$ cat config.mk
export PLATFORM = sky130hd
export DESIGN_NAME = sliding_window_min_max_top
export DESIGN_NICKNAME = d
export VERILOG_FILES = /design/src/hw/rtl/swmm_pkg.sv /design/src/hw/rtl/swmm_ram.sv /design/src/hw/rtl/swmm_ctrl.sv /design/src/hw/rtl/swmm_dp.sv /design/src/hw/rtl/sliding_window_min_max_top.sv
export SDC_FILE = /design/constraint.sdc
export NUM_CORES = 2
export LEC_CHECK = 0
export ABC_AREA = 1
export BUFFER_PORTS_ARGS = -buffer_cell sky130_fd_sc_hd__buf_2
export CAP_MARGIN = 20
export CORE_UTILIZATION = 30
export CTS_BUF_LIST = sky130_fd_sc_hd__clkbuf_2
export DETAILED_ROUTE_END_ITERATION = 6
export HOLD_SLACK_MARGIN = 0.12
export PLACE_DENSITY = 0.53
export SLEW_MARGIN = 10
export SYNTH_ARGS = -nofsm -noshare
export SYNTH_HDL_FRONTEND = slang
export SYNTH_SLANG_ARGS = --single-unit
$ cat constraint.sdc
create_clock -name aclk -period 5.86 [get_ports aclk]
set_clock_uncertainty 0.15 [all_clocks]
set_input_delay 0 -clock aclk [delete_from_list [all_inputs] [get_ports aclk]]
set_output_delay 0 -clock aclk [all_outputs]
set_load 0.01 [all_outputs]
$ cat src/hw/rtl/swmm_pkg.sv
// Package for the sliding window min/max tracker.
// Sizes, register indexes and the controller/datapath interface types.
// No dependencies.
package swmm_pkg;

    localparam int DEPTH     = 128;
    localparam int SAMPLE_W  = 16;
    localparam int ADDR_W    = $clog2(DEPTH);
    localparam int CNT_W     = $clog2(DEPTH + 1);
    localparam int CFG_W     = 8;
    localparam int FILL_W    = 8;
    localparam int REG_IDX_W = 1;

    localparam logic [REG_IDX_W-1:0] REG_WINDOW_WIDTH = 1'd0;
    localparam logic [REG_IDX_W-1:0] REG_TRACKING     = 1'd1;

    localparam logic [CFG_W-1:0] WIDTH_RESET = 8'd128;

    typedef logic signed [SAMPLE_W-1:0] sample_t;

    typedef struct packed {
        logic accept;      // latch input word, read evicted entry
        logic eval;        // write new sample, decide on rescan
        logic scan_issue;  // issue one rescan read
        logic update;      // commit min/max, position, count
        logic out_load;    // load result register
    } ctrl_cmd_t;

    typedef struct packed {
        logic scan_needed;
        logic scan_last;
        logic out_free;
    } dp_status_t;

endpackage

$ cat src/hw/rtl/swmm_ram.sv
// Generic simple dual-port RAM: one write port, one registered read port.
// No dependencies.
module swmm_ram #(
    parameter int WIDTH = 16,
    parameter int DEPTH = 128,
    parameter int AW    = $clog2(DEPTH)
) (
    input  logic             aclk,
    input  logic             we,
    input  logic [AW-1:0]    waddr,
    input  logic [WIDTH-1:0] wdata,
    input  logic [AW-1:0]    raddr,
    output logic [WIDTH-1:0] rdata
);

    logic [WIDTH-1:0] mem [DEPTH];
    logic [WIDTH-1:0] rdata_reg;

    always_ff @(posedge aclk) begin
        if (we) begin
            mem[waddr] <= wdata;
        end
        rdata_reg <= mem[raddr];
    end

    assign rdata = rdata_reg;

endmodule

$ cat src/hw/rtl/swmm_ctrl.sv
// Controller state machine for the sliding window min/max tracker.
// Depends on swmm_pkg.
module swmm_ctrl (
    input  logic                  aclk,
    input  logic                  aresetn,
    input  logic                  s_valid,
    output logic                  s_ready,
    input  swmm_pkg::dp_status_t  status,
    output swmm_pkg::ctrl_cmd_t   cmd
);
    import swmm_pkg::*;

    typedef enum logic [5:0] {
        ST_IDLE  = 6'b000001,
        ST_READ  = 6'b000010,
        ST_SCAN  = 6'b000100,
        ST_DRAIN = 6'b001000,
        ST_UPD   = 6'b010000,
        ST_OUT   = 6'b100000
    } state_t;

    state_t state_reg, state_next;

    always_ff @(posedge aclk) begin
        if (!aresetn) begin
            state_reg <= ST_IDLE;
        end else begin
            state_reg <= state_next;
        end
    end

    always_comb begin
        state_next = state_reg;
        cmd        = '0;
        s_ready    = 1'b0;
        case (state_reg)
            ST_IDLE: begin
                s_ready = 1'b1;
                if (s_valid) begin
                    cmd.accept = 1'b1;
                    state_next = ST_READ;
                end
            end
            ST_READ: begin
                cmd.eval   = 1'b1;
                state_next = status.scan_needed ? ST_SCAN : ST_UPD;
            end
            ST_SCAN: begin
                cmd.scan_issue = 1'b1;
                if (status.scan_last) begin
                    state_next = ST_DRAIN;
                end
            end
            ST_DRAIN: begin
                state_next = ST_UPD;
            end
            ST_UPD: begin
                cmd.update = 1'b1;
                state_next = ST_OUT;
            end
            ST_OUT: begin
                if (status.out_free) begin
                    cmd.out_load = 1'b1;
                    state_next   = ST_IDLE;
                end
            end
            default: begin
                state_next = ST_IDLE;
            end
        endcase
    end

endmodule

$ cat src/hw/rtl/swmm_dp.sv
// Datapath for the sliding window min/max tracker: config registers,
// window store, rescan reduction, tracked extremes and result register.
// Depends on swmm_pkg and swmm_ram.
module swmm_dp (
    input  logic                               aclk,
    input  logic                               aresetn,
    input  logic                               cfg_we,
    input  logic [swmm_pkg::REG_IDX_W-1:0]     cfg_addr,
    input  logic [swmm_pkg::CFG_W-1:0]         cfg_wdata,
    input  swmm_pkg::sample_t                  s_sample,
    output logic                               m_valid,
    input  logic                               m_ready,
    output swmm_pkg::sample_t                  m_window_min,
    output swmm_pkg::sample_t                  m_window_max,
    output logic [swmm_pkg::FILL_W-1:0]        m_fill_count,
    input  swmm_pkg::ctrl_cmd_t                cmd,
    output swmm_pkg::dp_status_t               status
);
    import swmm_pkg::*;

    logic [CFG_W-1:0]  width_reg;
    logic              track_reg;
    logic [ADDR_W-1:0] pos_reg;
    logic [CNT_W-1:0]  count_reg;
    sample_t           sample_reg;
    sample_t           min_reg, max_reg;
    sample_t           min_next, max_next;
    logic [ADDR_W-1:0] scan_idx_reg;
    logic              rd_vld_reg, rd_first_reg;
    logic              scan_max_reg, did_scan_reg;
    sample_t           best_reg;
    logic              m_valid_reg;
    sample_t           m_min_reg, m_max_reg;
    logic [FILL_W-1:0] m_fill_reg;

    logic [CNT_W-1:0]    eff_w;
    logic [CNT_W-1:0]    pos_inc;
    logic [ADDR_W-1:0]   pos_next;
    logic [ADDR_W-1:0]   raddr;
    logic [SAMPLE_W-1:0] rdata;
    sample_t             rd_val;
    logic                full;
    sample_t             cur_max, cur_min;

    always_comb begin
        if (width_reg == '0) begin
            eff_w = CNT_W'(1);
        end else if (32'(width_reg) > DEPTH) begin
            eff_w = CNT_W'(DEPTH);
        end else begin
            eff_w = CNT_W'(width_reg);
        end
    end

    assign rd_val = $signed(rdata);
    assign full   = count_reg >= eff_w;
    assign raddr  = cmd.accept ? pos_reg : scan_idx_reg;

    swmm_ram #(
        .WIDTH (SAMPLE_W),
        .DEPTH (DEPTH)
    ) u_store (
        .aclk  (aclk),
        .we    (cmd.eval),
        .waddr (pos_reg),
        .wdata (sample_reg),
        .raddr (raddr),
        .rdata (rdata)
    );

    assign status.scan_needed = track_reg && full && count_reg != '0 &&
                                (rd_val == max_reg || rd_val == min_reg);
    assign status.scan_last   = CNT_W'(scan_idx_reg) == eff_w - CNT_W'(1);
    assign status.out_free    = !m_valid_reg || m_ready;

    assign pos_inc  = CNT_W'(pos_reg) + CNT_W'(1);
    assign pos_next = (pos_inc >= eff_w) ? '0 : ADDR_W'(pos_inc);

    always_comb begin
        cur_max  = (did_scan_reg && scan_max_reg)  ? best_reg : max_reg;
        cur_min  = (did_scan_reg && !scan_max_reg) ? best_reg : min_reg;
        max_next = max_reg;
        min_next = min_reg;
        if (track_reg) begin
            if (count_reg == '0) begin
                max_next = sample_reg;
                min_next = sample_reg;
            end else begin
                max_next = cur_max;
                min_next = cur_min;
                if (sample_reg > cur_max) begin
                    max_next = sample_reg;
                end else if (sample_reg < cur_min) begin
                    min_next = sample_reg;
                end
            end
        end
    end

    // config, position, count and tracked extremes
    always_ff @(posedge aclk) begin
        if (!aresetn) begin
            width_reg <= WIDTH_RESET;
            track_reg <= 1'b1;
            pos_reg   <= '0;
            count_reg <= '0;
            min_reg   <= '0;
            max_reg   <= '0;
        end else if (cfg_we) begin
            case (cfg_addr)
                REG_WINDOW_WIDTH: begin
                    width_reg <= cfg_wdata;
                    pos_reg   <= '0;
                    count_reg <= '0;
                end
                REG_TRACKING: begin
                    track_reg <= cfg_wdata[0];
                end
                default: begin
                end
            endcase
        end else if (cmd.update) begin
            min_reg <= min_next;
            max_reg <= max_next;
            pos_reg <= pos_next;
            if (count_reg < eff_w) begin
                count_reg <= count_reg + CNT_W'(1);
            end
        end
    end

    // rescan sequencing
    always_ff @(posedge aclk) begin
        if (!aresetn) begin
            rd_vld_reg   <= 1'b0;
            did_scan_reg <= 1'b0;
        end else begin
            rd_vld_reg <= cmd.scan_issue;
            if (cmd.eval) begin
                did_scan_reg <= status.scan_needed;
            end
        end
    end

    always_ff @(posedge aclk) begin
        if (cmd.accept) begin
            sample_reg <= s_sample;
        end
        if (cmd.eval) begin
            scan_max_reg <= rd_val == max_reg;
            scan_idx_reg <= '0;
        end else if (cmd.scan_issue) begin
            scan_idx_reg <= scan_idx_reg + ADDR_W'(1);
        end
        rd_first_reg <= cmd.scan_issue && scan_idx_reg == '0;
        if (rd_vld_reg) begin
            if (rd_first_reg) begin
                best_reg <= rd_val;
            end else if (scan_max_reg ? (rd_val > best_reg) : (rd_val < best_reg)) begin
                best_reg <= rd_val;
            end
        end
    end

    // result register
    always_ff @(posedge aclk) begin
        if (!aresetn) begin
            m_valid_reg <= 1'b0;
        end else if (cmd.out_load) begin
            m_valid_reg <= 1'b1;
        end else if (m_ready) begin
            m_valid_reg <= 1'b0;
        end
    end

    always_ff @(posedge aclk) begin
        if (cmd.out_load) begin
            m_min_reg  <= min_reg;
            m_max_reg  <= max_reg;
            m_fill_reg <= FILL_W'(count_reg);
        end
    end

    assign m_valid      = m_valid_reg;
    assign m_window_min = m_min_reg;
    assign m_window_max = m_max_reg;
    assign m_fill_count = m_fill_reg;

endmodule

$ cat src/hw/rtl/sliding_window_min_max_top.sv
// Sliding window min/max tracker, top level.
// Instantiates swmm_ctrl and swmm_dp; depends on swmm_pkg.
//
// Each input word carries one signed sample that is written into a circular
// window of window_width entries (0 acts as 1, above 128 acts as 128); every
// word returns the tracked minimum, maximum and fill count. An accepted word
// has its evicted entry read, is written and checked, then commits the new
// extremes, position and count and is loaded into the result register. When
// the window is full with tracking on and the overwritten sample was the
// current maximum or minimum, the window is rescanned one entry per cycle
// through the store's single read port before the commit. One word is in
// work at a time; the result register lets the next word be accepted
// while a result waits. Writing window_width restarts the window. Config
// writes must go in only while no word is in flight; no logic enforces it.
module sliding_window_min_max_top (
    input  logic                           aclk,
    input  logic                           aresetn,
    input  logic                           cfg_we,
    input  logic [swmm_pkg::REG_IDX_W-1:0] cfg_addr,
    input  logic [swmm_pkg::CFG_W-1:0]     cfg_wdata,
    input  logic                           s_valid,
    output logic                           s_ready,
    input  swmm_pkg::sample_t              s_sample,
    output logic                           m_valid,
    input  logic                           m_ready,
    output swmm_pkg::sample_t              m_window_min,
    output swmm_pkg::sample_t              m_window_max,
    output logic [swmm_pkg::FILL_W-1:0]    m_fill_count
);
    import swmm_pkg::*;

    ctrl_cmd_t  cmd;
    dp_status_t status;

    swmm_ctrl u_ctrl (
        .aclk    (aclk),
        .aresetn (aresetn),
        .s_valid (s_valid),
        .s_ready (s_ready),
        .status  (status),
        .cmd     (cmd)
    );

    swmm_dp u_dp (
        .aclk         (aclk),
        .aresetn      (aresetn),
        .cfg_we       (cfg_we),
        .cfg_addr     (cfg_addr),
        .cfg_wdata    (cfg_wdata),
        .s_sample     (s_sample),
        .m_valid      (m_valid),
        .m_ready      (m_ready),
        .m_window_min (m_window_min),
        .m_window_max (m_window_max),
        .m_fill_count (m_fill_count),
        .cmd          (cmd),
        .status       (status)
    );

    a_one_in_flight: assert property (@(posedge aclk) disable iff (!aresetn)
        (s_valid && s_ready) |=> !s_ready)
        else $error("word accepted while previous word in work");

    a_no_overwrite: assert property (@(posedge aclk) disable iff (!aresetn)
        cmd.out_load |-> (!m_valid || m_ready))
        else $error("result register loaded over an untaken word");

    a_fill_nonzero: assert property (@(posedge aclk) disable iff (!aresetn)
        m_valid |-> (m_fill_count != '0))
        else $error("result word with zero fill count");

    a_scan_exclusive: assert property (@(posedge aclk) disable iff (!aresetn)
        cmd.scan_issue |-> !(cmd.update || cmd.out_load || s_ready))
        else $error("rescan overlaps other work");

endmodule
# After elaboration in Yosys (flattened, before gate mapping)
# Memory sizes are Yosys's and may differ from the RTL's. A register that Yosys moved wholly into a read port is not among the register bits.
# Cells that the tools add are included.
# op_classes
n_addsub	4
n_bitwise	2
n_eq_ne	13
order_cmp	8
reduce_logical	25
muxes	38
# op_table
operator	count
$mux 16	9
$mux 8	6
$pmux 6 s6	1
$mux 7	5
$eq 16x16->1	2
$gt 16x16->1	2
$lt 16x16->1	2
$mux 6	3
$ge 8x8->1	2
$logic_not 8->1	2
$mux 1	13
$reduce_and 3->1	3
$add 7x1->8 const B	1
$add 8x1->8 const B	1
$eq 7x8->1	1
$gt 8x8->1 const B	1
$lt 8x8->1	1
$ne 2x2->1 const B	4
$reduce_and 2->1	4
$reduce_bool 2->1	4
$reduce_bool 8->1	1
$sub 8x1->8 const B	1
$add 7x1->7 const B	1
$logic_not 7->1	1
other kinds (11)	19
# word_totals
n_memories	1
input_bits	30
ram_bits	2048
word_cells	109
ff_bits	146
# mem_list
memory	words	word_bits	read_ports	rd_ports_with_merged_regs	wr	line_no	text
u_dp.u_store.mem	128	16	1	1	1	swmm_ram.sv:16	logic [WIDTH-1:0] mem [DEPTH];

# Logic depth before layout (Yosys ltp)
# depth
word_depth	9
ltp_mapped	21

# Cells and area by module
# From an unflattened synthesis, not the netlist that was laid out.
# unflattened
cells_unflattened	7747
area_unflattened_um2	91104.9
# by_module_without_submodules
module	instances	seq_area_each_um2	cells_per_inst	area_per_inst_um2
swmm_ram	1	61819.3	6793	82828.2
swmm_dp	1	3533.4	895	7900.1
swmm_ctrl	1	120.1	59	376.6

# Worst setup path before layout
# OpenSTA, ideal clock, no wires.
# synth_timing
path_type	register to register
start	reg u_ctrl.state_reg[0]
end	reg u_dp.m_fill_reg[0], in the netlist u_dp.m_fill_count[0] (enable)
setup_slack_ps	665
n_path_buf	0
synth_period_minus_slack_ps	5195
setup_ps	537
stages_incl_launch_ff	6
arrival_time_ps	4508
cell_sequence	dfxtp_1 nor2_1 inv_1 nor2_1 inv_1 nor4_1
# synth_lines
element	line_no	text
start, declared	swmm_ctrl.sv:22	state_t state_reg, state_next;
start signal, assigned	swmm_ctrl.sv:28	state_reg <= state_next;
end signal, assigned	swmm_dp.sv:180	m_fill_reg <= FILL_W'(count_reg);
end, declared	swmm_dp.sv:34	logic [FILL_W-1:0] m_fill_reg;

# Worst setup path in the final report
# layout_timing
start	reg u_ctrl.state_reg[4]
end	reg u_dp.u_store.rdata_reg[0], in the netlist u_dp.u_store.rdata[0], read port of u_dp.u_store.mem
# layout_between
elab_chain_cells	3
# layout_rtl
element	line_no	text
$eq 6x1->1	swmm_ctrl.sv:36	case (state_reg)
$mux 1	swmm_ctrl.sv:36	
$mux 7	swmm_dp.sv:57	assign raddr = cmd.accept ? pos_reg : scan_idx_reg;
end, declared	swmm_ram.sv:17	logic [WIDTH-1:0] rdata_reg;
# No other way between the ends.
# A chain may end at the register's enable or synchronous reset.

==> qor.yml <==
status:
  status: "complete, no violations"
synthesis:
  ys_async_sr_fraction_pct: 0
  yosysTopAreaCell: "edfxtp_1"
  yosysSeqAreaShare_pct: 72.0
  synth.most_common_cell: "nand2_1"
  synth_nets: 7851
  synth_enable_flop_cells: 2121
  synth_area_leaders: "edfxtp_1, nand3_1, nand2_1, buf_2, dfxtp_1"
  synth_common_cells: "nand2_1, edfxtp_1, nand3_1"
  synth_area_per_cell_um2: 11.7
  synth_cell_types: 46
  ys_ff_latch: 2210
  syn-cell-area_mm2: 0.0909
  synth_top_area_share_pct: 70.0
  ys_warn_count: 0
  ys.flop_type: "edfxtp_1"
  synth_cells: 7752
route:
  drt.antenna.violating_nets: 0
  routed_via_density: 5.04
  drt_iter0_drc: 7008
  wl_per_cell_um: 22.8
  routed_wl_um: 289000
  drc_errors: 0
  vias: 63900
  drtPass1Iterations: 6
timing:
  setup_tns_ns: 0
  slew_headroom_pct: 9.41
  fmax_mhz: 206
  tightest_slew_ns: 1.36
  layout_min_cycle_time_ns: 4.86
  setup_violations: 0
  hold_viol_final: 0
  period_share_pct: 83.0
  rsz0062_at_grt: "false"
  final_max_slew_viol_count: 0
die:
  rows: 201
  die_w_um: 553
  die_height_um: 553
  initial_core_util_pct: 30.3
  io_pins: 72
  core-area_mm2: 0.301
  dieArea_mm2: 0.305
placed_design:
  dp.final_hpwl_um: 164000
  place_congestion: 0.865
  dp_cells: 11500
  portBuffers: 71
worst_setup_path:
  regToRegStartpoint: "u_ctrl.state_reg[4]"
  startpoint: "u_ctrl.state_reg[4]"
  path_class: "reg2reg"
  cp-start-kind: "flip-flop"
  required_ns: 7.42
  reg2reg_to: "u_dp.u_store.rdata[0]"
  worstPathMaxFanout: 66
  cp-end-kind: "flip-flop"
  worstPathArrival_ns: 6.42
  reg2reg_depth: 14
  ff2ff_setup_slack_ns: 1.0
min_path:
  worstHoldStart: "u_dp.count_reg[0]"
  min_delay_path_depth: 0
  min_to: "u_dp.m_fill_count[0]"
  hold_class: "reg2reg"
grt:
  grt_pass1_vias: 61800
  antenna_found_initial: 9
  grt_pass1_wl_um: 420000
  grt_max_degree: 133
  grt_use_total_pct: 18.5
  gr-total-overflow: 0
job:
  drv_cap: 0
power_and_ir_drop:
  power_per_cell_area_mw_per_mm2: 350
  power.total_w: 0.0360
  vdd_ir_drop_max_uv: 252
  total_leakage_power_nw: 35.8
layout:
  regMostFlops: "u_dp.u_store.mem"
  largest_reg_flops: 2048
  fill_cells: 29900
  layout.cells.non_filler: 12700
  final_nets: 8418
  finish.utilization_pct: 34.2
  area_growth_pct: 13.0
  drive_gt1_share_pct: 14.5
cts:
  clk_pin_slew_worst_paths_ns: 0.10
  ctsResizeCount: 0
  numClockSinks: 2210
  cts_made_buffers: 593
  clock_path_buffers: 4
  h-tree-depth: 6
  cts_tree: "built"
  clock-root-buffer: "clkbuf_2"
  clk_latency_ns: 1.89
[what timing repair did]
action,CTS,global route
hold buffers,141,0
endpoints found under the hold margin,153,0
setup endpoints to repair,0,0
setup buffers,0,0
[power by group]
group | internal (W) | leakage [nW] | switching, W
logic | 0.00205 | 12.0 | 0.00557
clock network | 0.00422 | 3.95 | 0.00632
registers | 0.0175 | 19.8 | 0.000298
[stage by stage]
step / hold WS, ns / setup slack, ns / cell area [um2]
after global routing: 0.322 / 0.776 / 103000
after detailed placement: 0.0288 / 1.57 / 96200
after floorplan: -0.0511 / 0.665 / 90900
after CTS: 0.128 / 1.04 / 103000
final: 0.317 / 0.996 / 103000
after global placement: 0.0288 / 1.57 / 96100
[worst max-delay path: stages (launching register included)]
cell           delay (ns)
dfxtp_1              0.35
nor2_1               0.20
nand2_1              0.13
inv_4                0.13
nand2_8              0.09
dlygate4sd3_1        0.61
inv_2                0.54
o21ai_4              0.33
inv_6                0.63
buf_4                0.60
nand3_1              0.37
nand3_1              0.19
nand3_1              0.09
nand3_1              0.23
nand2_1              0.07
[how the worst max path moves through the flow]
stage                                  end  depth (start not counted)  slack, ns
floorplan             u_dp.m_fill_count[0]                          5       0.67
global placement     u_dp.u_store.rdata[0]                         15       1.57
detailed placement         u_dp.min_reg[5]                         16       1.57
CTS                  u_dp.u_store.rdata[0]                         14       1.04
global route        u_dp.u_store.rdata[12]                         14       0.78
finish               u_dp.u_store.rdata[0]                         14        1.0
[per-layer routing]
layer	track usage [%]	routed length, um
met3	3.79	23600
met5	0	22
met2	30.1	138000
met1	24.0	118000
met4	7.57	9830
[placed cells by master (no fill, tap or decap), types with 3 or more instances in the layout]
cell              n
clkbuf_2        872
a21oi_1         106
nor4_1            8
ha_1             69
edfxtp_1       2121
xnor2_1           7
nor3_1           18
clkinv_1         95
xor2_1           32
clkinv_2          6
o211ai_1          8
nand4_1          13
o21ai_4           6
buf_2            71
buf_4           201
nand3_1        2120
or2_2             4
inv_1           119
nor2_2           14
dfxtp_1          89
a211oi_1          5
nor2_1          225
inv_2            19
bufinv_16         7
buf_8             3
buf_12           40
diode_2           6
o21ai_0          58
nand2_1        2209
dlygate4sd3_1   140
[cells by family after synthesis]
| family | Yosys count | share of synthesized area (%) |
|---|---|---|
| AND/OR/NAND/NOR | 4627 | 22.2 |
| adder cells (fa/ha/maj) | 69 | 0.950 |
| flip-flops | 2210 | 72.0 |
| XOR/XNOR | 39 | 0.376 |
| buffers and inverters | 614 | 3.28 |
| AO/OA/AOI/OAI | 193 | 1.17 |
[final cells by class]
cell class,count,area [um2],area share [%]
multi-input cells,4928,22600,22.0
well taps,3958,4950,4.82
flip-flops and latches,2210,65500,63.8
clock inverters,122,656,0.638
diodes,6,15.0,0.0146
inverters,129,500,0.487
repair buffers,457,4170,4.06
clock buffers,872,4360,4.25
Note: power is estimated with default switching activity, not from simulation.
